--- src/design/tdn_pkg.sv ---
// ----------------------------------------------------------------------------
// tdn_pkg: shared definitions for the time-of-day offset normalizer
// Field widths, resolution codes and the control word that travels with
// every item down the pipeline.
// ----------------------------------------------------------------------------
package tdn_pkg;

	// Input field widths.
	localparam int HOUR_W = 16;
	localparam int MIN_W  = 16;
	localparam int SEC_W  = 16;
	localparam int FRAC_W = 32;
	localparam int OFF_W  = 48;

	// Result field widths.
	localparam int HOUR_OUT_W = 5;
	localparam int MIN_OUT_W  = 6;
	localparam int SEC_OUT_W  = 6;
	localparam int FRAC_OUT_W = 20;
	localparam int DAY_NS_W   = 47;

	// Exact signed nanosecond total before wrapping; its magnitude stays below 2^58.
	localparam int TOT_W = 59;

	// Fraction resolution codes.
	localparam logic RES_MS = 1'b0;
	localparam logic RES_US = 1'b1;

	// Control word carried alongside the data of every pipeline stage.
	typedef struct packed {
		logic vld;
		logic res_us;
	} tdn_ctl_t;

endpackage

--- src/design/tdn_wrap.sv ---
// ----------------------------------------------------------------------------
// tdn_wrap: wrap into one day
// Non-negative modulo of the signed total by one day over four stages.
// One day is 2^16 * 1318359375 ns, so the low 16 bits pass straight through
// and only the upper part is reduced by a reciprocal estimate and correction.
// ----------------------------------------------------------------------------
module tdn_wrap (
	input  logic                                clk,
	input  logic                                arst_n,
	input  tdn_pkg::tdn_ctl_t                   in_ctl,
	input  logic signed [tdn_pkg::TOT_W-1:0]    total,
	output tdn_pkg::tdn_ctl_t                   out_ctl,
	output logic [tdn_pkg::DAY_NS_W-1:0]        day_ns
);
	import tdn_pkg::*;

	localparam int LO_W   = 16;
	localparam int DIV_W  = 31;
	// Remainder before correction lies in [-DIV, 2*DIV) and fits 33 bits.
	localparam int R_W    = DIV_W + 2;
	// Top bits of the total used for the quotient estimate.
	localparam int EST_W  = 23;
	localparam int RCP_SH = 30;
	localparam int RCP_W  = 21;
	localparam int PRD_W  = EST_W + RCP_W;
	localparam int Q_W    = PRD_W - RCP_SH;

	localparam logic [DIV_W-1:0]        DAY_DIV   = 31'd1318359375;
	localparam logic signed [RCP_W-1:0] DAY_RECIP =
		RCP_W'((64'd1 << (LO_W + EST_W + RCP_SH - EST_W - LO_W + 20)) / 64'd1318359375);

	logic signed [EST_W-1:0] est_top;
	logic signed [PRD_W-1:0] prod_d;
	logic [R_W-1:0]          qc_d;
	logic [R_W-1:0]          r_d;
	logic [R_W-1:0]          rem_fix;

	tdn_ctl_t                ctl_s4, ctl_s5, ctl_s6, ctl_s7;
	logic signed [Q_W-1:0]   qe_s4;
	logic [R_W-1:0]          hi_s4, hi_s5;
	logic [LO_W-1:0]         lo_s4, lo_s5, lo_s6;
	logic [R_W-1:0]          qc_s5;
	logic [R_W-1:0]          r_s6;
	logic [DAY_NS_W-1:0]     day_ns_s7;

	// Stage 4: quotient estimate, within one of the true floor quotient.
	assign est_top = total[TOT_W-1 -: EST_W];
	assign prod_d  = est_top * DAY_RECIP;

	// Stage 5: estimate times divisor, only the low bits that the remainder needs.
	assign qc_d = R_W'(qe_s4) * R_W'(DAY_DIV);

	// Stage 6: raw remainder.
	assign r_d = hi_s5 - qc_s5;

	// Stage 7: bring the remainder into [0, DIV).
	always_comb begin
		if (r_s6[R_W-1]) begin
			rem_fix = r_s6 + R_W'(DAY_DIV);
		end else if (r_s6 >= R_W'(DAY_DIV)) begin
			rem_fix = r_s6 - R_W'(DAY_DIV);
		end else begin
			rem_fix = r_s6;
		end
	end

	always_ff @(posedge clk or negedge arst_n) begin
		if (!arst_n) begin
			ctl_s4 <= '0;
			ctl_s5 <= '0;
			ctl_s6 <= '0;
			ctl_s7 <= '0;
		end else begin
			ctl_s4 <= in_ctl;
			ctl_s5 <= ctl_s4;
			ctl_s6 <= ctl_s5;
			ctl_s7 <= ctl_s6;
		end
	end

	always_ff @(posedge clk) begin
		qe_s4     <= prod_d[PRD_W-1 -: Q_W];
		hi_s4     <= total[LO_W +: R_W];
		lo_s4     <= total[LO_W-1:0];
		qc_s5     <= qc_d;
		hi_s5     <= hi_s4;
		lo_s5     <= lo_s4;
		r_s6      <= r_d;
		lo_s6     <= lo_s5;
		day_ns_s7 <= {rem_fix[DIV_W-1:0], lo_s6};
	end

	assign out_ctl = ctl_s7;
	assign day_ns  = day_ns_s7;

endmodule

--- config.mk ---
export PLATFORM = sky130hd
export DESIGN_NAME = tdn_wrap
export DESIGN_NICKNAME = d
export VERILOG_FILES = /design/src/design/tdn_pkg.sv /design/src/design/tdn_wrap.sv
export SDC_FILE = /design/constraint.sdc
export NUM_CORES = 1
export LEC_CHECK = 0
export BUFFER_PORTS_ARGS = -buffer_cell sky130_fd_sc_hd__buf_4
export CELL_PAD_IN_SITES_DETAIL_PLACEMENT = 1
export CELL_PAD_IN_SITES_GLOBAL_PLACEMENT = 2
export CORE_MARGIN = 2
export CORE_UTILIZATION = 40
export CTS_BUF_LIST = sky130_fd_sc_hd__clkbuf_4 sky130_fd_sc_hd__clkbuf_8
export DETAILED_ROUTE_END_ITERATION = 16
export PLACE_DENSITY_LB_ADDON = 0.12
export SYNTH_ARGS = -nofsm -noshare
export SYNTH_HDL_FRONTEND = slang
export SYNTH_SLANG_ARGS = --single-unit
export TNS_END_PERCENT = 1
--- constraint.sdc ---
create_clock -name clk -period 14.2 [get_ports clk]
set_input_delay 0.71 -clock clk [delete_from_list [all_inputs] [get_ports clk]]
set_output_delay 0.71 -clock clk [all_outputs]
set_load 0.01 [all_outputs]
* Word-level counts from Yosys, hierarchy flattened
Index checks and enable logic that the tools add are counted.
** Word-level totals
- Word-level logic and storage cells :: 25
- Flip-flop bits (word level) :: 249
** Cells by class
- Mux-type cells :: 2
- Multipliers :: 2
- Magnitude comparators :: 1
- Add/subtract/negate cells :: 3
** Operators with widths (number)
- 31-bit 2-to-1 mux :: 2
- 23-bit by 21-bit multiplier with 44-bit output (second input constant) :: 1
- 33-bit by 31-bit greater-or-equal comparator with 1-bit output (second input constant) :: 1
- 14-bit by 32-bit multiplier with 33-bit output (second input constant) :: 1
- 33-bit subtractor :: 1
- 31-bit adder (second input constant) :: 1
- 31-bit subtractor (second input constant) :: 1

* Longest topological paths before layout
- Word-level depth :: 3
- Depth in mapped cells :: 25
- Mapped depth without buffers :: 25

* Least setup slack after synthesis
OpenSTA, ideal clock, no wires.
- Path type :: input-to-reg
- Start point :: input port total[58] in the netlist's numbering
- End point :: register qe_s4[8]
- Buffers on the path :: 2
- Stages :: 25
- Required time :: 14.084 ns
- Path slack :: 6.015 ns
- Arrival time :: 8.068 ns
- Path through :: clkbuf_1 -> inv_1 -> clkbuf_1 -> fa_1 -> xor2_1 -> ha_1 -> inv_1 -> fa_1 -> inv_1 -> fa_1 -> fa_1 -> fa_1 -> inv_1 -> fa_1 -> inv_1 -> ha_1 -> o21ai_0 -> o21bai_1 -> a31oi_1 -> o21ai_0 -> a21oi_1 -> a21boi_0 -> nor4_1 -> a21oi_1 -> a31o_2
** On the way
- Word-level cells in the longest chain between the ends :: 1
** Ends and longest elaborated chain
- start: declaration :: RTL line tdn_wrap.sv:11 : input logic signed [tdn_pkg::TOT_W-1:0] total,
- 23-bit by 21-bit multiplier with 44-bit output :: RTL line tdn_wrap.sv:48 : assign prod_d = est_top * DAY_RECIP;
- net prod_d[38] :: RTL line tdn_wrap.sv:33 : logic signed [PRD_W-1:0] prod_d;
- end signal: assignment :: RTL line tdn_wrap.sv:82 : qe_s4 <= prod_d[PRD_W-1 -: Q_W];
- end: declaration :: RTL line tdn_wrap.sv:39 : logic signed [Q_W-1:0] qe_s4;
The timed path passes the listed nets, and every way through them passes these cells.

* Final worst setup path
Same ends and word-level chain as after synthesis.

==> impl_metrics.ini <==
[placed_design]
dp_hpwl_mm = 47.8
io_buffers = 111
place_congestion = 0.827
place_ws_ns = 6.86

[layout]
fill_cells = 6178
finalCoreUtilization = 0.452
drive_gt1_frac = 0.0902
syn2layout_area_growth_pct = 11.8
seqCellArea_mm2 = 0.00502
multi_input_area_mm2 = 0.0152
final_nets = 3036

[setup_path]
worstRegToRegCells = 18
slowest_stage = xor2_1
arrival_ns = 7.21
cp-start-kind = primary input
critical_path_class = primary input to flop
reg2reg_slack_ns = 7.92
worstPathCellList = buf_4, ha_1, xor2_1, xnor2_1, ha_1, inv_1, fa_1, inv_1, fa_1, fa_1, fa_1, inv_1, fa_1, inv_1, ha_1, o21ai_0, o21bai_1, a31oi_1, o21ai_0, a21oi_1, a21boi_0, a21oi_1, o21a_1, a31o_2
path_max_fanout = 32
path_buf_inv = 5
reg2reg_from = qe_s4[7]
critPathTopFamily = adder cells
required_ns = 14.69
cp_slowest_stage_delay_ns = 0.51
worst_setup_path_end_kind = flop
worstReg2RegEnd = qc_s5[30]
critPathMostFrequentCell = fa_1

[clock_tree]
clockRootBuffer = clkbuf_8
numCtsBuffers = 45
cts_buffer_depth = 3
cts_tree = built
clock_sinks = 249
cts-resized-gates = 0
post_cts_buffers = 0
insertion_delay_ns = 0.62
clk_pin_slew_worst_paths_ns = 0.06
h-tree-depth = 2
ctsHoldBuffers = 1

[logic_synthesis]
synth_nets = 2898
synth_area_mm2 = 0.0223
seq_area_frac_synth = 0.226
async_reset_ff_frac = 0.0321
synth-xor-area-share = 0.0582
yosysWarnings = 0
synth_simple_gate_area_share = 0.0589
synth_flop_cell = dfxtp_1
synth_fa_ha_area_frac = 0.465
syn_avg_cell_area_um2 = 10.2
syn-instance-count = 2192
ys_types = 73
synth_mux_area_frac = 0.00180
ys_seq_elements = 249
synth-compound-area-share = 0.0985
synth_top_family_by_area = adder cells
synth-edff-count = 0

[run]
maxCapViolations = 0

[min_path]
hold_class = primary input to flop
hold_path_startpoint = total[1]
hold_end = lo_s4[1]
holdPathStages = 1

[status]
outcome = completed

[floorplan]
rows = 86
dieArea_mm2 = 0.0576
ios = 112
die_h_um = 240
coreArea_mm2 = 0.0551
die_w_um = 240
initial_core_util = 0.404

[global_routing]
grt_pass1_wl_mm = 89.9
overflow = 0
grt_pass1_vias = 16900
grt_usage = 0.199
antenna_found_initial = 1
grt_max_degree = 36

[detailed_routing]
drtPass1Iterations = 4
vias_per_cell = 4.81
drt.antenna.violating_nets = 0
initialDrtViolationCount = 331
drcViolationCount = 0
vias = 15000
wl_mm = 55.5
wl_per_cell_um = 17.8

[sta]
worst_pin_slew_ns = 0.947
timing.fmax_mhz = 149
rsz0062_at_grt = no
final_max_slew_viol_count = 0
clock-skew-final_ns = 0.0362
hold_violations = 0
post-route-min-period_ns = 6.72
maxSlewHeadroom = 0.368
timing.final.crit_share = 0.473
setup_viol = 0
hold_ws_ns = 0.196
tns_ns = 0
fin_ws_ns = 7.48
worst max path at each step:
stage	start	endpoint	slack, ns	cells past startpoint
floorplan	total[58]	qe_s4[8]	6.02	25
global placement	total[58]	qe_s4[8]	7.07	24
detailed placement	total[58]	qe_s4[8]	6.86	24
CTS	total[58]	qe_s4[8]	7.53	24
global route	total[58]	qe_s4[8]	7.03	24
finish	total[58]	qe_s4[8]	7.48	24
flip-flops by register name, indices dropped and copies added (netlist names):
| signal | flops |
|---|---|
| ctl_s5 | 2 |
| lo_s6 | 16 |
| r_s6 | 33 |
| ctl_s6 | 2 |
| qc_s5 | 33 |
| hi_s4 | 33 |
| day_ns | 47 |
| lo_s5 | 16 |
| out_ctl | 2 |
| hi_s5 | 33 |
| qe_s4 | 14 |
| lo_s4 | 16 |
| ctl_s4 | 2 |
worst register-to-register path, stage by stage, from the launching register on:
cell and delay [ns]:
dfxtp_1 0.66, fa_1 0.57, ha_1 0.24, fa_1 0.53, inv_1 0.05, fa_1 0.46, fa_1 0.55, inv_1 0.05
ha_1 0.30, ha_1 0.35, and4_1 0.25, nand2_1 0.07, o22ai_1 0.28, o21ai_0 0.23, o311ai_0 0.56, o221a_2 0.36
a2111oi_0 0.10, or3_1 0.40, xnor2_1 0.15
cell usage in the layout (no fill, tap or decap), types with 56 or more instances in the layout:
master	n
a21oi_1	90
buf_4	113
dfxtp_1	241
fa_1	301
ha_1	342
inv_1	520
nand2_1	67
nor2_1	81
o21ai_0	56
xnor2_1	105
cell families after synthesis:
| kind of cell | after synthesis |
|---|---|
| buf+inv | 544 |
| xor+xnor | 148 |
| flops | 249 |
| fa+ha+maj | 649 |
| simple gates | 270 |
| compound gates | 328 |
| mux | 4 |
per-stage QoR:
step | area (um^2) | instances
finish | 24900 | 3111
global route | 24900 | 3111
CTS | 24900 | 3110
detailed placement | 24000 | 3030
global placement | 24000 | 3030
floorplan | 22300 | 2192
final cells by class:
type / instances / share of cell area
Antenna cell: 1 / 0.000100
Clock inverter: 15 / 0.00462
Clock buffer: 64 / 0.0324
Tap cell: 748 / 0.0376
Inverter: 521 / 0.0785
Timing Repair Buffer: 114 / 0.0345
Multi-Input combinational cell: 1399 / 0.611
Sequential cell: 249 / 0.202
layer usage:
layer,vias to the layer above,part of all wire,global-route usage
li1,7292,-,-
met1,7468,0.44,0.247
met2,148,0.52,0.373
met3,58,0.025,0.0212
met4,0,0.017,0.0399
met5,-,0,0
synthesized netlist by cell type, types with 40 or more instances:
master | number | area [um^2]
ha_1 | 342 | 4280
a21oi_1 | 90 | 450
a21o_1 | 40 | 300
o21ai_0 | 56 | 280
fa_1 | 301 | 6030
xor2_1 | 43 | 377
xnor2_1 | 105 | 920
dfxtp_1 | 241 | 4820
inv_1 | 521 | 1960
nor2_1 | 81 | 304
nand2_1 | 67 | 251
Power is not shown: default switching activity piles up to over one toggle a cycle in this logic, so the estimate is an artifact.
