==> src/design/tdn_pkg.sv <==
// ----------------------------------------------------------------------------
// tdn_pkg: shared definitions for the time-of-day offset normalizer
// Field widths, resolution codes and the control word that travels with
// every item down the pipeline.
// ----------------------------------------------------------------------------
package tdn_pkg;

	// Input field widths.
	localparam int HOUR_W = 16;
	localparam int MIN_W  = 16;
	localparam int SEC_W  = 16;
	localparam int FRAC_W = 32;
	localparam int OFF_W  = 48;

	// Result field widths.
	localparam int HOUR_OUT_W = 5;
	localparam int MIN_OUT_W  = 6;
	localparam int SEC_OUT_W  = 6;
	localparam int FRAC_OUT_W = 20;
	localparam int DAY_NS_W   = 47;

	// Exact signed nanosecond total before wrapping; its magnitude stays below 2^58.
	localparam int TOT_W = 59;

	// Fraction resolution codes.
	localparam logic RES_MS = 1'b0;
	localparam logic RES_US = 1'b1;

	// Control word carried alongside the data of every pipeline stage.
	typedef struct packed {
		logic vld;
		logic res_us;
	} tdn_ctl_t;

endpackage

==> src/design/tdn_scale.sv <==
// ----------------------------------------------------------------------------
// tdn_scale: scaling and summation stages
// Converts the hour, minute, second, fraction and offset fields to one exact
// signed nanosecond total over three register stages.
// ----------------------------------------------------------------------------
module tdn_scale (
	input  logic                                   clk,
	input  logic                                   arst_n,
	input  tdn_pkg::tdn_ctl_t                      in_ctl,
	input  logic signed [tdn_pkg::HOUR_W-1:0]      hour_in,
	input  logic signed [tdn_pkg::MIN_W-1:0]       minute_in,
	input  logic signed [tdn_pkg::SEC_W-1:0]       second_in,
	input  logic signed [tdn_pkg::FRAC_W-1:0]      fraction_in,
	input  logic signed [tdn_pkg::OFF_W-1:0]       offset_us,
	output tdn_pkg::tdn_ctl_t                      out_ctl,
	output logic signed [tdn_pkg::TOT_W-1:0]       total
);
	import tdn_pkg::*;

	// Whole seconds from the h/m/s fields fit 28 signed bits.
	localparam int SSUM_W = 28;
	// Scaled fraction and scaled offset widths.
	localparam int FNS_W  = 52;
	localparam int ONS_W  = 58;

	localparam logic signed [SSUM_W-1:0] SEC_PER_HOUR = 28'sd3600;
	localparam logic signed [SSUM_W-1:0] SEC_PER_MIN  = 28'sd60;
	localparam logic signed [20:0]       NS_PER_MS    = 21'sd1000000;
	localparam logic signed [20:0]       NS_PER_US    = 21'sd1000;
	localparam logic signed [31:0]       NS_PER_SEC   = 32'sd1000000000;

	logic signed [SSUM_W-1:0] sec_sum_d;
	logic signed [20:0]       unit_ns;
	logic signed [FNS_W-1:0]  frac_ns_d;
	logic signed [ONS_W-1:0]  off_ext;
	logic signed [ONS_W-1:0]  off_ns_d;
	logic signed [TOT_W-1:0]  sec_ns_d;
	logic signed [TOT_W-1:0]  sub_ns_d;
	logic signed [TOT_W-1:0]  total_d;

	tdn_ctl_t                 ctl_s1, ctl_s2, ctl_s3;
	logic signed [SSUM_W-1:0] sec_sum_s1;
	logic signed [FNS_W-1:0]  frac_ns_s1;
	logic signed [ONS_W-1:0]  off_ns_s1;
	logic signed [TOT_W-1:0]  sec_ns_s2;
	logic signed [TOT_W-1:0]  sub_ns_s2;
	logic signed [TOT_W-1:0]  total_s3;

	// Stage 1: fold h/m/s into seconds, scale the fraction, scale the offset.
	assign sec_sum_d = SSUM_W'(hour_in) * SEC_PER_HOUR + SSUM_W'(minute_in) * SEC_PER_MIN
		+ SSUM_W'(second_in);
	assign unit_ns   = (in_ctl.res_us == RES_US) ? NS_PER_US : NS_PER_MS;
	assign frac_ns_d = fraction_in * unit_ns;
	// Times 1000 as 1024 - 16 - 8.
	assign off_ext   = ONS_W'(offset_us);
	assign off_ns_d  = (off_ext <<< 10) - (off_ext <<< 4) - (off_ext <<< 3);

	// Stage 2: seconds to nanoseconds, and the sub-second parts summed.
	assign sec_ns_d = sec_sum_s1 * NS_PER_SEC;
	assign sub_ns_d = TOT_W'(frac_ns_s1) + TOT_W'(off_ns_s1);

	// Stage 3: the exact total.
	assign total_d = sec_ns_s2 + sub_ns_s2;

	always_ff @(posedge clk or negedge arst_n) begin
		if (!arst_n) begin
			ctl_s1 <= '0;
			ctl_s2 <= '0;
			ctl_s3 <= '0;
		end else begin
			ctl_s1 <= in_ctl;
			ctl_s2 <= ctl_s1;
			ctl_s3 <= ctl_s2;
		end
	end

	always_ff @(posedge clk) begin
		sec_sum_s1 <= sec_sum_d;
		frac_ns_s1 <= frac_ns_d;
		off_ns_s1  <= off_ns_d;
		sec_ns_s2  <= sec_ns_d;
		sub_ns_s2  <= sub_ns_d;
		total_s3   <= total_d;
	end

	assign out_ctl = ctl_s3;
	assign total   = total_s3;

endmodule

==> config.mk <==
export PLATFORM = sky130hd
export DESIGN_NAME = tdn_scale
export DESIGN_NICKNAME = d
export VERILOG_FILES = /design/src/design/tdn_pkg.sv /design/src/design/tdn_scale.sv
export SDC_FILE = /design/constraint.sdc
export NUM_CORES = 2
export LEC_CHECK = 0
export BUFFER_PORTS_ARGS = -buffer_cell sky130_fd_sc_hd__buf_2
export CELL_PAD_IN_SITES_DETAIL_PLACEMENT = 0
export CELL_PAD_IN_SITES_GLOBAL_PLACEMENT = 1
export CORE_ASPECT_RATIO = 0.9
export CORE_MARGIN = 2
export CORE_UTILIZATION = 38
export CTS_CLUSTER_SIZE = 28
export DETAILED_ROUTE_END_ITERATION = 7
export GPL_ROUTABILITY_DRIVEN = 0
export PLACE_DENSITY = 0.73
export SYNTH_ARGS = -nofsm -noshare
export SYNTH_HDL_FRONTEND = slang
export SYNTH_SLANG_ARGS = --single-unit
==> constraint.sdc <==
create_clock -name clk -period 12.4 [get_ports clk]
set_clock_uncertainty 0.1 [all_clocks]
set_input_delay 3.72 -clock clk [delete_from_list [all_inputs] [get_ports clk]]
set_output_delay 3.72 -clock clk [all_outputs]
set_load 0.03 [all_outputs]
Word-level counts from Yosys, hierarchy flattened
Cells that the tools add are included.

storage, ports and cells
  logic and storage cells = 23
  bits in registers = 312
  output and inout bits = 61

operators by class
  muxes and demuxes = 1
  add/subtract/negate cells = 6
  multiply operators = 4

operators with widths
  cell                                                                    number
  52-bit by 58-bit adder with 59-bit output                               1
  59-bit adder                                                            1
  58-bit by 51-bit subtractor with 58-bit output                          1
  58-bit by 52-bit subtractor with 58-bit output                          1
  32-bit by 21-bit multiplier with 52-bit output                          1
  28-bit by 22-bit multiplier with 50-bit output (second input constant)  1
  28-bit by 16-bit adder with 28-bit output                               1
  28-bit by 23-bit adder with 28-bit output                               1
  16-bit by 9-bit multiplier with 24-bit output (second input constant)   1
  16-bit by 5-bit multiplier with 21-bit output (second input constant)   1
  20-bit two-way mux                                                      1

Logic depth before layout (Yosys ltp)
  depth in word-level cells = 3
  gate-level depth with buffers = 29

Least setup slack after synthesis
OpenSTA, ideal clock, no wires.

  path type = input to register
  start = input port in_ctl[0] (netlist name)
  end = register frac_ns_s1[44]
  setup slack = 2412 ps
  setup time = 72 ps
  buffers on the path = 2
  data arrival time = 9816 ps
  stages on the path = 25
  data required time = 12228 ps
  cell sequence = clkbuf_1 clkbuf_1 nand2_1 fa_1 inv_1 fa_1 ha_1 inv_1 fa_1 fa_1 inv_1 fa_1 ha_1 ha_1 a2111oi_0 o21ai_1 a41oi_1 o21ai_1 a211oi_2 o21ai_1 nand2b_1 a31oi_1 a221o_1 a21oi_1 xnor2_1

on the way
  word-level cells in the longest chain between the ends = 2

RTL lines
  element                                         line             RTL
  start, declared                                 tdn_scale.sv:9   input tdn_pkg::tdn_ctl_t in_ctl,
  20-bit two-way mux                              tdn_scale.sv:52  assign unit_ns = (in_ctl.res_us == RES_US) ? NS_PER_US : NS_PER_MS;
  32-bit by 21-bit multiplier with 52-bit output  tdn_scale.sv:53  assign frac_ns_d = fraction_in * unit_ns;
  net frac_ns_d[44]                               tdn_scale.sv:34  logic signed [FNS_W-1:0] frac_ns_d;
  end signal, assigned                            tdn_scale.sv:79  frac_ns_s1 <= frac_ns_d;
  end, declared                                   tdn_scale.sv:43  logic signed [FNS_W-1:0] frac_ns_s1;

The timed path passes the listed nets, and every way through them passes these cells.

Worst setup path in the final report
  start = input port in_ctl[0] (netlist name)
  end = register frac_ns_s1[51]

The elaborated chain is that of the path after synthesis.

==> results_tabular.tex <==
\begin{tabular}{lr}
\hline
Metric & Value \\
\hline
\multicolumn{2}{l}{\textbf{Timing}} \\
Final max-slew violation count & 0 \\
Final min period & 10410 ps \\
Worst slew pin tran & 842 ps \\
Share of the cycle needed by the critical path after routing & 84.0\% \\
Worst slew margin relative to its limit & 42.4\% \\
Final setup violation count & 0 \\
Number of failing hold endpoints at the final stage & 0 \\
Unrepaired setup endpoints after global routing & no \\
Total negative slack for setup checks & 0 ps \\
Maximum clock rate & 0.0960 GHz \\
\multicolumn{2}{l}{\textbf{CTS}} \\
TritonCTS clock tree & yes \\
Setup bufs post-CTS & 0 \\
Clk slew on worst S/H paths & 50 ps \\
Root buffer cell & clkbuf\_16 \\
Number of buffers between clock root and the deepest sink & 3 \\
Cts bufs inserted & 39 \\
Depth of the CTS H-tree & 2 \\
TritonCTS Sinks & 300 \\
Number of buffers added to fix hold violations after cts & 0 \\
Clock latency at the later pin of the worst-skew pair & 590 ps \\
CTS-repair resized insts & 0 \\
\multicolumn{2}{l}{\textbf{Setup path}} \\
Crit path capture type & register \\
Required arrival time at the worst endpoint & 12760 ps \\
Critical Path Fanout Max & 46 \\
End of the worst register-to-register path & sec\_ns\_s2[57]\$\_DFF\_P\_ \\
Reg-to-reg setup timing slack & 4820 ps \\
Crit Path Class & input pin to register \\
R2R cell count & 24 \\
Worst endpoint data arrival time & 10780 ps \\
Startpoint class of the critical path & input pin \\
Startpoint of the worst register-to-register path & sec\_sum\_s1[7]\$\_DFF\_P\_ \\
\multicolumn{2}{l}{\textbf{Synth}} \\
Top cells by count, synth & inv\_1, ha\_1, fa\_1 \\
Post-synthesis async set-or-reset flop share & 2.00\% \\
Number of enable flip-flop cells after synthesis & 0 \\
Synthesized cell area & 45800 µm² \\
Count of state elements after synthesis & 300 \\
Yosys warns & 0 \\
Most frequently used flop master after synthesis & dfxtp\_1 \\
Leading area contributor after synthesis & fa\_1 \\
Post-Syn Area per Cell & 9.59 µm² \\
Sequential cell area fraction in the yosys report & 13.2\% \\
Synthesized instance count & 4781 \\
Most instantiated library cell after synthesis & inv\_1 \\
Distinct cells, synth & 91 \\
Area share of the leading cell type in the synthesized netlist & 30.5\% \\
Top area cells in the synthesized netlist & fa\_1, ha\_1, dfxtp\_1 \\
\multicolumn{2}{l}{\textbf{Job}} \\
Maximum Capacitance Violations & 0 \\
\multicolumn{2}{l}{\textbf{Floorplan}} \\
Core area & 119000 µm² \\
Top Ports & 193 \\
Number of rows created at floorplan & 120 \\
Vert. Die Dim & 334 µm \\
Full die area & 123000 µm² \\
Starting density of the core & 38.4\% \\
Die width & 370 µm \\
\multicolumn{2}{l}{\textbf{GRT}} \\
Global-route wire length before repair & 179 mm \\
Tot GR Track Use & 18.2\% \\
Number of antenna violations at the first check in global routing & 2 \\
Overall overflow remaining after global route & 0 \\
Largest net degree at the start of global routing & 47 \\
Vias in the first global route & 34477 \\
\multicolumn{2}{l}{\textbf{Routing}} \\
Number of design rule violations left after detail routing & 0 \\
Detailed-route via count & 32150 \\
Antenna viol nets, final & 0 \\
Violation count after the first detailed-routing iteration & 1517 \\
Mean number of vias per cell & 4.89 \\
Highest signal layer in the routed design & met4 \\
Routed Wire Length & 109 mm \\
Number of detailed-routing iterations run before antenna repair & 5 \\
Per-cell routed wire length & 16.6 µm \\
Met2 wirelength from detailed routing & 50.5 mm \\
Met1 wire length & 50.7 mm \\
Met3 wire length & 5.52 mm \\
\multicolumn{2}{l}{\textbf{Hold path}} \\
Cell count of the worst hold path & 0 \\
Source of the worst hold timing path & sub\_ns\_s2[7]\$\_DFF\_P\_ \\
Hold Path End & total[7]\$\_DFF\_P\_ \\
Hold Crit Class & register to register \\
\multicolumn{2}{l}{\textbf{Layout}} \\
Proportion of layout cells with a drive suffix above 1 & 6.33\% \\
Count of nets after finishing & 6563 \\
Antenna Diode Count & 0 \\
Fillcell total & 11818 \\
Area added between synthesis and finish & 8.93\% \\
Multi-input logic area & 35700 µm² \\
Utilization after layout & 41.8\% \\
Flip-flop and latch area & 6040 µm² \\
\multicolumn{2}{l}{\textbf{Run status}} \\
Run status & completed \\
\multicolumn{2}{l}{\textbf{Placement}} \\
Quantity of I/O buffers inserted on ports & 189 \\
Detailed Place HPWL & 97.1 mm \\
\hline
\end{tabular}
-- sequential cells by signal, summed over array words and instances (netlist names) --
signal,flops
sub_ns_s2,56
frac_ns_s1,49
ctl_s1,2
sec_sum_s1,28
ctl_s2,2
sec_ns_s2,50
total,56
off_ns_s1,55
out_ctl,2
-- worst max path at each step --
| stage | endpoint | slack, ps | cells after the start | startpoint |
|---|---|---|---|---|
| finish | frac_ns_s1[51]$_DFF_P_ | 1990 | 22 | in_ctl[0] |
| global route | frac_ns_s1[50]$_DFF_P_ | 1580 | 24 | in_ctl[0] |
| CTS | frac_ns_s1[50]$_DFF_P_ | 2050 | 24 | in_ctl[0] |
| detailed placement | frac_ns_s1[50]$_DFF_P_ | 1420 | 24 | in_ctl[0] |
| global placement | frac_ns_s1[50]$_DFF_P_ | 1530 | 24 | in_ctl[0] |
| floorplan | frac_ns_s1[44]$_DFF_P_ | 2410 | 25 | in_ctl[0] |
-- metal layers --
metal | up-vias | global-route usage [%]
li1 | 15929 | -
met1 | 15541 | 24.2
met2 | 555 | 30.6
met3 | 125 | 3.20
met4 | 0 | 4.00
met5 | - | 0
-- cell usage in the layout (no fill, tap or decap), drive strengths merged, types with 30 or more instances in the layout --
master  netlist  layout
a21o        152     152
nand2b       54      54
a31oi        33      33
nand4        30      30
nor2        180     180
o21bai       38      38
and3         41      41
buf          11     192
clkbuf       43      48
nor2b        42      42
nand3        51      51
nor3         38      38
ha          771     771
inv        1027    1031
fa          698     698
dfxtp       294     294
nand2       208     208
o21ai       175     175
xnor2       203     203
a21oi       296     296
xor2        121     121
-- stage by stage --
stage	cells	setup WS, ps	hold WS (ps)	cell area [µm²]
2_1_floorplan	4783	2410	210	45900
4_1_cts	6577	2050	226	49900
3_5_place_dp	6507	1420	214	48600
3_3_place_gp	6507	1530	214	48600
6_report	6577	1990	223	49900
5_1_grt	6577	1580	231	49900
-- final cells by class --
| cell class | count | share of cell area (%) |
|---|---|---|
| clock buffers | 48 | 2.14 |
| clock inverters | 22 | 0.584 |
| inverters | 1027 | 7.72 |
| multi-input cells | 3402 | 71.6 |
| flip-flops and latches | 300 | 12.1 |
| well taps | 1586 | 3.97 |
| repair buffers | 192 | 1.94 |
-- cell families after synthesis --
logic type                 after synthesis  synth area share (%)
AOI/OAI and AO/OA                      883                  12.5
other                                    1               0.00818
DFF                                    300                  13.2
and+or+nand+nor                        717                  7.54
xor gates and xnor gates               324                  6.19
adders and majority gates             1469                  51.5
buffers and inverters                 1081                  8.91
muxes                                    6                 0.136
-- critical path, cell delays in order --
cell      delay, ps
buf_2           640
buf_4           450
nand2_1         190
fa_1            540
inv_1            40
ha_1            290
fa_1            520
fa_1            570
fa_1            430
fa_1            440
ha_1            280
ha_1            340
and3_1          280
nand4_1         140
a311oi_1        590
o311a_1         400
o41ai_4         120
o21bai_2        200
a31oi_1         150
o21ai_1         190
o21ai_2          80
xnor2_1         120
Power is left out: the tool's default activity adds up to more than one toggle a clock period on the data nets, which glitch-free logic cannot reach.
