## src/design/tdn_pkg.sv

```systemverilog
// ----------------------------------------------------------------------------
// tdn_pkg: shared definitions for the time-of-day offset normalizer
// Field widths, resolution codes and the control word that travels with
// every item down the pipeline.
// ----------------------------------------------------------------------------
package tdn_pkg;

	// Input field widths.
	localparam int HOUR_W = 16;
	localparam int MIN_W  = 16;
	localparam int SEC_W  = 16;
	localparam int FRAC_W = 32;
	localparam int OFF_W  = 48;

	// Result field widths.
	localparam int HOUR_OUT_W = 5;
	localparam int MIN_OUT_W  = 6;
	localparam int SEC_OUT_W  = 6;
	localparam int FRAC_OUT_W = 20;
	localparam int DAY_NS_W   = 47;

	// Exact signed nanosecond total before wrapping; its magnitude stays below 2^58.
	localparam int TOT_W = 59;

	// Fraction resolution codes.
	localparam logic RES_MS = 1'b0;
	localparam logic RES_US = 1'b1;

	// Control word carried alongside the data of every pipeline stage.
	typedef struct packed {
		logic vld;
		logic res_us;
	} tdn_ctl_t;

endpackage

```

## src/design/tdn_split.sv

```systemverilog
// ----------------------------------------------------------------------------
// tdn_split: split the day into fields
// Divides the wrapped day count into seconds and sub-second nanoseconds,
// then into hour, minute, second and truncated fraction, over five stages.
// ----------------------------------------------------------------------------
module tdn_split (
	input  logic                                 clk,
	input  logic                                 arst_n,
	input  tdn_pkg::tdn_ctl_t                    in_ctl,
	input  logic [tdn_pkg::DAY_NS_W-1:0]         day_ns,
	output tdn_pkg::tdn_ctl_t                    out_ctl,
	output logic [tdn_pkg::HOUR_OUT_W-1:0]       hour_out,
	output logic [tdn_pkg::MIN_OUT_W-1:0]        minute_out,
	output logic [tdn_pkg::SEC_OUT_W-1:0]        second_out,
	output logic [tdn_pkg::FRAC_OUT_W-1:0]       fraction_out,
	output logic [tdn_pkg::DAY_NS_W-1:0]         day_nanoseconds
);
	import tdn_pkg::*;

	// One second is 2^9 * 1953125 ns.
	localparam int           NLO_W   = 9;
	localparam int           SDIV_W  = 21;
	localparam int           XR_W    = SDIV_W + 1;
	localparam int           XH_W    = 22;
	localparam int           SRCP_W  = 24;
	localparam int           SPRD_W  = XH_W + SRCP_W;
	localparam int           SRCP_SH = 28;
	localparam int           DSEC_W  = 17;
	localparam int           SUB_W   = 30;
	localparam int           MT_W    = 11;
	localparam logic [SDIV_W-1:0] SEC_DIV   = 21'd1953125;
	localparam logic [SRCP_W-1:0] SEC_RECIP = SRCP_W'((64'd1 << 44) / 64'd1953125);

	// Exact reciprocals: hour = (sec/16)/225, minutes = (sec/4)/15,
	// ms = (ns/64)/15625, us = (ns/8)/125.
	localparam logic [12:0] HOUR_RECIP = 13'(((64'd1 << 20) + 64'd224) / 64'd225);
	localparam logic [16:0] MIN_RECIP  = 17'(((64'd1 << 20) + 64'd14) / 64'd15);
	localparam logic [24:0] MS_RECIP   = 25'(((64'd1 << 38) + 64'd15624) / 64'd15625);
	localparam logic [27:0] US_RECIP   = 28'(((64'd1 << 34) + 64'd124) / 64'd125);

	localparam logic [MT_W-1:0]   MIN_PER_HOUR = 11'd60;
	localparam logic [DSEC_W-1:0] SEC_PER_MIN  = 17'd60;

	logic [SPRD_W-1:0]      sprod_d;
	logic [XR_W-1:0]        qd_d;
	logic [XR_W-1:0]        r_raw;
	logic                   r_ge;
	logic [XR_W-1:0]        r_fix;
	logic [25:0]            hp_d;
	logic [31:0]            mp_d;
	logic [48:0]            fms_d;
	logic [54:0]            fus_d;
	logic [FRAC_OUT_W-1:0]  frac_d;
	logic [MT_W-1:0]        min_full;
	logic [DSEC_W-1:0]      sec_full;

	tdn_ctl_t               ctl_s8, ctl_s9, ctl_s10, ctl_s11, ctl_s12;
	logic [DSEC_W-1:0]      qs_s8, qs_s9;
	logic [XR_W-1:0]        xlo_s8, xlo_s9;
	logic [NLO_W-1:0]       nlo_s8, nlo_s9;
	logic [DAY_NS_W-1:0]    dns_s8, dns_s9, dns_s10, dns_s11, dns_s12;
	logic [XR_W-1:0]        qd_s9;
	logic [DSEC_W-1:0]      sec_s10, sec_s11;
	logic [SUB_W-1:0]       sub_s10;
	logic [HOUR_OUT_W-1:0]  hour_s11, hour_s12;
	logic [MT_W-1:0]        mint_s11;
	logic [FRAC_OUT_W-1:0]  frac_s11, frac_s12;
	logic [MIN_OUT_W-1:0]   min_s12;
	logic [SEC_OUT_W-1:0]   sec_s12;

	// Stage 8: seconds estimate from the top bits, never above the true value
	// and at most one below it.
	assign sprod_d = day_ns[DAY_NS_W-1 -: XH_W] * SEC_RECIP;

	// Stage 9: estimate times divisor, low bits only.
	assign qd_d = qs_s8 * SEC_DIV;

	// Stage 10: remainder in [0, 2*divisor), then one correction step.
	assign r_raw = xlo_s9 - qd_s9;
	assign r_ge  = (r_raw >= XR_W'(SEC_DIV));
	assign r_fix = r_ge ? (r_raw - XR_W'(SEC_DIV)) : r_raw;

	// Stage 11: hour, total minutes and the truncated fraction.
	assign hp_d  = sec_s10[DSEC_W-1:4] * HOUR_RECIP;
	assign mp_d  = sec_s10[DSEC_W-1:2] * MIN_RECIP;
	assign fms_d = sub_s10[SUB_W-1:6] * MS_RECIP;
	assign fus_d = sub_s10[SUB_W-1:3] * US_RECIP;
	assign frac_d = (ctl_s10.res_us == RES_US) ? fus_d[53:34]
		: FRAC_OUT_W'(fms_d[47:38]);

	// Stage 12: minute of hour and second of minute.
	assign min_full = mint_s11 - MT_W'(hour_s11) * MIN_PER_HOUR;
	assign sec_full = sec_s11 - DSEC_W'(mint_s11) * SEC_PER_MIN;

	always_ff @(posedge clk or negedge arst_n) begin
		if (!arst_n) begin
			ctl_s8  <= '0;
			ctl_s9  <= '0;
			ctl_s10 <= '0;
			ctl_s11 <= '0;
			ctl_s12 <= '0;
		end else begin
			ctl_s8  <= in_ctl;
			ctl_s9  <= ctl_s8;
			ctl_s10 <= ctl_s9;
			ctl_s11 <= ctl_s10;
			ctl_s12 <= ctl_s11;
		end
	end

	always_ff @(posedge clk) begin
		qs_s8    <= sprod_d[SRCP_SH +: DSEC_W];
		xlo_s8   <= day_ns[NLO_W +: XR_W];
		nlo_s8   <= day_ns[NLO_W-1:0];
		dns_s8   <= day_ns;

		qs_s9    <= qs_s8;
		qd_s9    <= qd_d;
		xlo_s9   <= xlo_s8;
		nlo_s9   <= nlo_s8;
		dns_s9   <= dns_s8;

		sec_s10  <= qs_s9 + DSEC_W'(r_ge);
		sub_s10  <= {r_fix[SDIV_W-1:0], nlo_s9};
		dns_s10  <= dns_s9;

		hour_s11 <= hp_d[24:20];
		mint_s11 <= mp_d[30:20];
		frac_s11 <= frac_d;
		sec_s11  <= sec_s10;
		dns_s11  <= dns_s10;

		hour_s12 <= hour_s11;
		min_s12  <= min_full[MIN_OUT_W-1:0];
		sec_s12  <= sec_full[SEC_OUT_W-1:0];
		frac_s12 <= frac_s11;
		dns_s12  <= dns_s11;
	end

	assign out_ctl         = ctl_s12;
	assign hour_out        = hour_s12;
	assign minute_out      = min_s12;
	assign second_out      = sec_s12;
	assign fraction_out    = frac_s12;
	assign day_nanoseconds = dns_s12;

endmodule

```

## config.mk

```make
export PLATFORM = sky130hd
export DESIGN_NAME = tdn_split
export DESIGN_NICKNAME = d
export VERILOG_FILES = /design/src/design/tdn_pkg.sv /design/src/design/tdn_split.sv
export SDC_FILE = /design/constraint.sdc
export NUM_CORES = 2
export LEC_CHECK = 0
export BUFFER_PORTS_ARGS = -buffer_cell sky130_fd_sc_hd__buf_4
export CAP_MARGIN = 20
export CORE_ASPECT_RATIO = 0.75
export CORE_MARGIN = 1.5
export CORE_UTILIZATION = 40
export DETAILED_ROUTE_END_ITERATION = 16
export GPL_ROUTABILITY_DRIVEN = 0
export PLACE_DENSITY_LB_ADDON = 0.12
export SLEW_MARGIN = 20
export SYNTH_ARGS = -nofsm -noshare
export SYNTH_HDL_FRONTEND = slang
export SYNTH_SLANG_ARGS = --single-unit
```

## constraint.sdc

```tcl
create_clock -name clk -period 6.86 [get_ports clk]
set_clock_uncertainty 0.05 [all_clocks]
set_input_delay 0.686 -clock clk [delete_from_list [all_inputs] [get_ports clk]]
set_output_delay 0.686 -clock clk [all_outputs]
set_load 0.01 [all_outputs]
```

# Word-level counts from Yosys, hierarchy flattened
# Index checks and enable logic that the tools add are counted.
# word_totals
regBits,489
input_bits,51
output_inout_bits,86
wordCells,49
# op_classes
n_addsub,5
mul,8
magnitude_cmp,1
mux,2
# op_table
op,n
$mul 27x27->53 const B,1
$mul 24x25->48 const B,1
$mul 22x24->45 const B,1
$mul 15x16->30 const B,1
$mul 13x13->25 const B,1
$ge 22x21->1 const B,1
$mul 17x21->22 const B,1
$sub 22x22->22,1
$mux 21,1
$sub 21x21->21 const B,1
$add 17x1->17,1
$sub 6x6->6,2
$mul 11x4->4 const B,1
$mux 10,1
$mul 5x4->4 const B,1

# Longest topological paths before layout
# depth
ltp_word,3
ltp_mapped,27
ltp_nobuf,27

# Worst setup path after synthesis
# Ideal clock, no wire load.
# synth_timing
path_type,reg2reg
from,reg sub_s10[24]
to,reg frac_s11[8]
setup_time_ns,0.127
arrival_time_ns,6.751
required_time_ns,6.683
setup_slack_ns,-0.068
path_stages_with_launch,24
n_path_buf,0
period_less_slack_ns,6.928
cell_sequence,dfxtp_1 > fa_1 > fa_1 > inv_1 > fa_1 > inv_1 > fa_1 > fa_1 > fa_1 > inv_1 > fa_1 > inv_1 > ha_1 > a211o_1 > or3_1 > a221oi_1 > a31oi_1 > nor2_1 > o21ai_1 > a21o_1 > a21o_1 > a221oi_1 > xor2_1 > o21ai_0
# synth_via
elab_chain_len,2
word_cells_on_any_way,3
cone_classes,mul: 2; mux: 1
# synth_rtl
item,line,text
start: declaration,tdn_split.sv:64,logic [SUB_W-1:0] sub_s10;
start signal: assignment,tdn_split.sv:124,"sub_s10 <= {r_fix[SDIV_W-1:0], nlo_s9};"
$mul 27x27->53 or $mul 24x25->48 (tied branches),"tdn_split.sv:87, tdn_split.sv:86",
$mux 10 (*),tdn_split.sv:88,assign frac_d = (ctl_s10.res_us == RES_US) ? fus_d[53:34]
net frac_d[8],tdn_split.sv:53,logic [FRAC_OUT_W-1:0] frac_d;
end signal: assignment,tdn_split.sv:129,frac_s11 <= frac_d;
end: declaration,tdn_split.sv:67,"logic [FRAC_OUT_W-1:0] frac_s11, frac_s12;"
# Mark *: on every way through the listed nets, which the timed path passes. The rest lies on a longest branch.
# A chain may end at the register's enable or synchronous reset.

# Final worst setup path
# layout_timing
from,reg sub_s10[20]
to,reg frac_s11[9]
# Same word-level chain as after synthesis.

==> flow_summary.json <==
{
  "status": "completed",
  "crit_type": "reg -> reg",
  "clock_latency_ps": 620,
  "finalSetupViolations": 0,
  "clock-root-buffer": "clkbuf_16",
  "syn-instance-count": 4114,
  "grt_pass1_wl_mm": 177.4,
  "rsz0062_at_grt": "true",
  "cts.htree.levels": 2,
  "min_period_ps": 6827,
  "path_clk_slew_ps": 60,
  "synth_edf_count": 0,
  "synthSimpleGateAreaFrac_pct": 3.639,
  "initial_core_util_pct": 40.60,
  "gr-total-overflow": 0,
  "synth_top_family_by_area": "adder cells",
  "antenna_cells": 0,
  "final_common_cell": "inv_1",
  "worstPathArrival_ps": 7280,
  "drt-total-wl_mm": 113.4,
  "slew_headroom_pct": 52.12,
  "grt_pass1_vias": 29570,
  "synth_cell_types": 74,
  "synthMuxAreaShare_pct": 0.1372,
  "cp-end-kind": "flip-flop",
  "drc_errors": 0,
  "drt_first_pass_iters": 5,
  "layout_common_cells": "inv_1, ha_1, fa_1",
  "ys_seq_area_share_pct": 18.52,
  "synth-compound-area-share_pct": 5.098,
  "wire_per_inst_um": 18.62,
  "core_um2": 110100,
  "hpwl_mm": 99.85,
  "max_slew.worst_pin.slew_ps": 700.2,
  "drv_slew": 0,
  "synth_fa_ha_area_share_pct": 59.56,
  "cts_max_path_buffers": 3,
  "hold_path.startpoint": "day_ns[24]",
  "hold_viol_final": 0,
  "synth_ff_type": "dfxtp_1",
  "io_buffer_count": 136,
  "r2r-start": "sub_s10[20]",
  "cts_buffers": 46,
  "drtIter0Drc": 1352,
  "areaGrowthSynthToFinish_pct": 16.42,
  "die-area_um2": 113800,
  "rows": 105,
  "synth_top_cell_by_area": "fa_1",
  "worst-path-max-fanout": 2,
  "synth_top_area_share_pct": 32.16,
  "period_share_pct": 99.51,
  "fmax_mhz": 146.5,
  "async_reset_ff_share_pct": 2.433,
  "max-cap-violations": 0,
  "postSynthAreaPerCell_um2": 10.86,
  "cts.sinks": 411,
  "hp-class": "in -> reg",
  "ios": 137,
  "syn_nets": 5862,
  "via_per_inst": 4.653,
  "antenna_found_initial": 4,
  "syn-cell-area_um2": 44700,
  "crit_required_ps": 7310,
  "grt_usage_pct": 20.59,
  "num_vias": 28330,
  "ys_ff_latch": 411,
  "synth_area_leaders": "fa_1, ha_1, dfxtp_1",
  "startpoint_type": "flip-flop",
  "yosysWarnings": 0,
  "cts_tree": "built",
  "nNetsFinal": 6356,
  "grt_max_degree": 34,
  "crit_start": "sub_s10[20]",
  "fin_util_pct": 47.26,
  "drive_gt1_share_pct": 14.10,
  "die_w_um": 389.0,
  "synthXorXnorAreaFrac_pct": 2.939,
  "antenna_left": 0,
  "die_y_um": 292.5
}
==> stage by stage <==
stage	area (µm²)	worst slack, ps	TNS, ps	hold WS [ps]	cells
after global placement	49830	-465.0	-4577	260.0	5990
final	52030	33.29	0	117.9	6089
after CTS	51650	-32.66	-32.66	57.12	6077
after global routing	52030	-190.3	-771.2	71.24	6089
after detailed placement	49830	-483.2	-4796	262.1	5990
after floorplan	44700	77.33	0	259.6	4114
==> routing by layer <==
| metal | up-vias | routed length, µm | track usage, % |
|---|---|---|---|
| li1 | 13860 | - | - |
| met1 | 13900 | 61680 | 33.51 |
| met2 | 493 | 44250 | 28.69 |
| met3 | 82 | 5754 | 2.999 |
| met4 | 0 | 1661 | 3.296 |
| met5 | - | 0 | 0 |
==> final timing paths <==
check,to,cells after the start,slack (ps)
worst max-delay path,frac_s11[9],23,30
worst min-delay path,dns_s8[24],1,120
worst max register to register,frac_s11[9],23,30
worst min register to register,sub_s10[7],0,250
max in group asynchronous,ctl_s9[0],2,6240
min in group asynchronous,out_ctl[0],2,380
==> kinds of logic after synthesis <==
kind of cell / count (synthesis)
buffers and inverters: 1198
AND/OR/NAND/NOR: 323
AO/OA/AOI/OAI: 329
adder cells (fa/ha/maj): 1697
XOR/XNOR: 150
flip-flops: 411
multiplexers: 6
==> state kept, by name (all words and copies together), names as in the netlist, 5 cells and up <==
register,count
qs_s8,17
dns_s9,47
frac_s11,20
dns_s10,38
qs_s9,15
dns_s8,47
day_nanoseconds,47
second_out,6
hour_s11,5
minute_out,6
sec_s11,6
hour_out,5
fraction_out,20
qd_s9,22
mint_s11,6
dns_s11,47
sub_s10,30
sec_s10,17
==> layout make-up <==
type | instances | area (µm²)
tap | 1444 | 1807
sequential | 411 | 8314
inverter | 1186 | 4452
timing repair buffer | 458 | 3545
clock buffer | 54 | 1252
fill | 10430 | 58060
multi-input combinational | 2505 | 32260
clock inverter | 31 | 409.1
==> worst max-delay path, stage by stage, from the launching register on <==
cell,delay (ps)
dfxtp_2,340
fa_1,550
inv_2,60
fa_1,560
inv_2,60
fa_2,530
fa_1,440
fa_2,500
fa_1,600
inv_2,40
fa_1,500
inv_2,50
ha_4,150
a211o_1,270
or3_1,320
a221oi_2,180
a31oi_1,120
buf_4,180
nor3_4,160
o21ai_2,70
a211o_1,370
a311o_1,350
xnor2_1,150
mux2i_1,80
==> synth_stat cells, types with 11 or more instances <==
library cell / instances
nand2_1: 77
and3_1: 22
o21bai_1: 12
a21o_1: 66
and2_1: 13
nor3_1: 26
a211oi_1: 17
nor2b_1: 19
nor2_1: 71
xor2_1: 48
nand4_1: 17
a31oi_1: 11
a21oi_1: 80
ha_1: 979
xnor2_1: 102
dfxtp_1: 401
o21ai_0: 45
inv_1: 1186
nand3_1: 31
fa_1: 718
o21a_1: 14
==> what timing repair did <==
action,4_1_cts,5_1_grt
pin swaps,41,45
hold endpoints to repair,10,0
endpoints found under the setup margin,17,20
hold buffers,1,0
resized for setup,47,76
buffers inserted,1,13
Power is left out: the tool's default activity adds up to more than one toggle a clock period on the data nets, which glitch-free logic cannot reach.
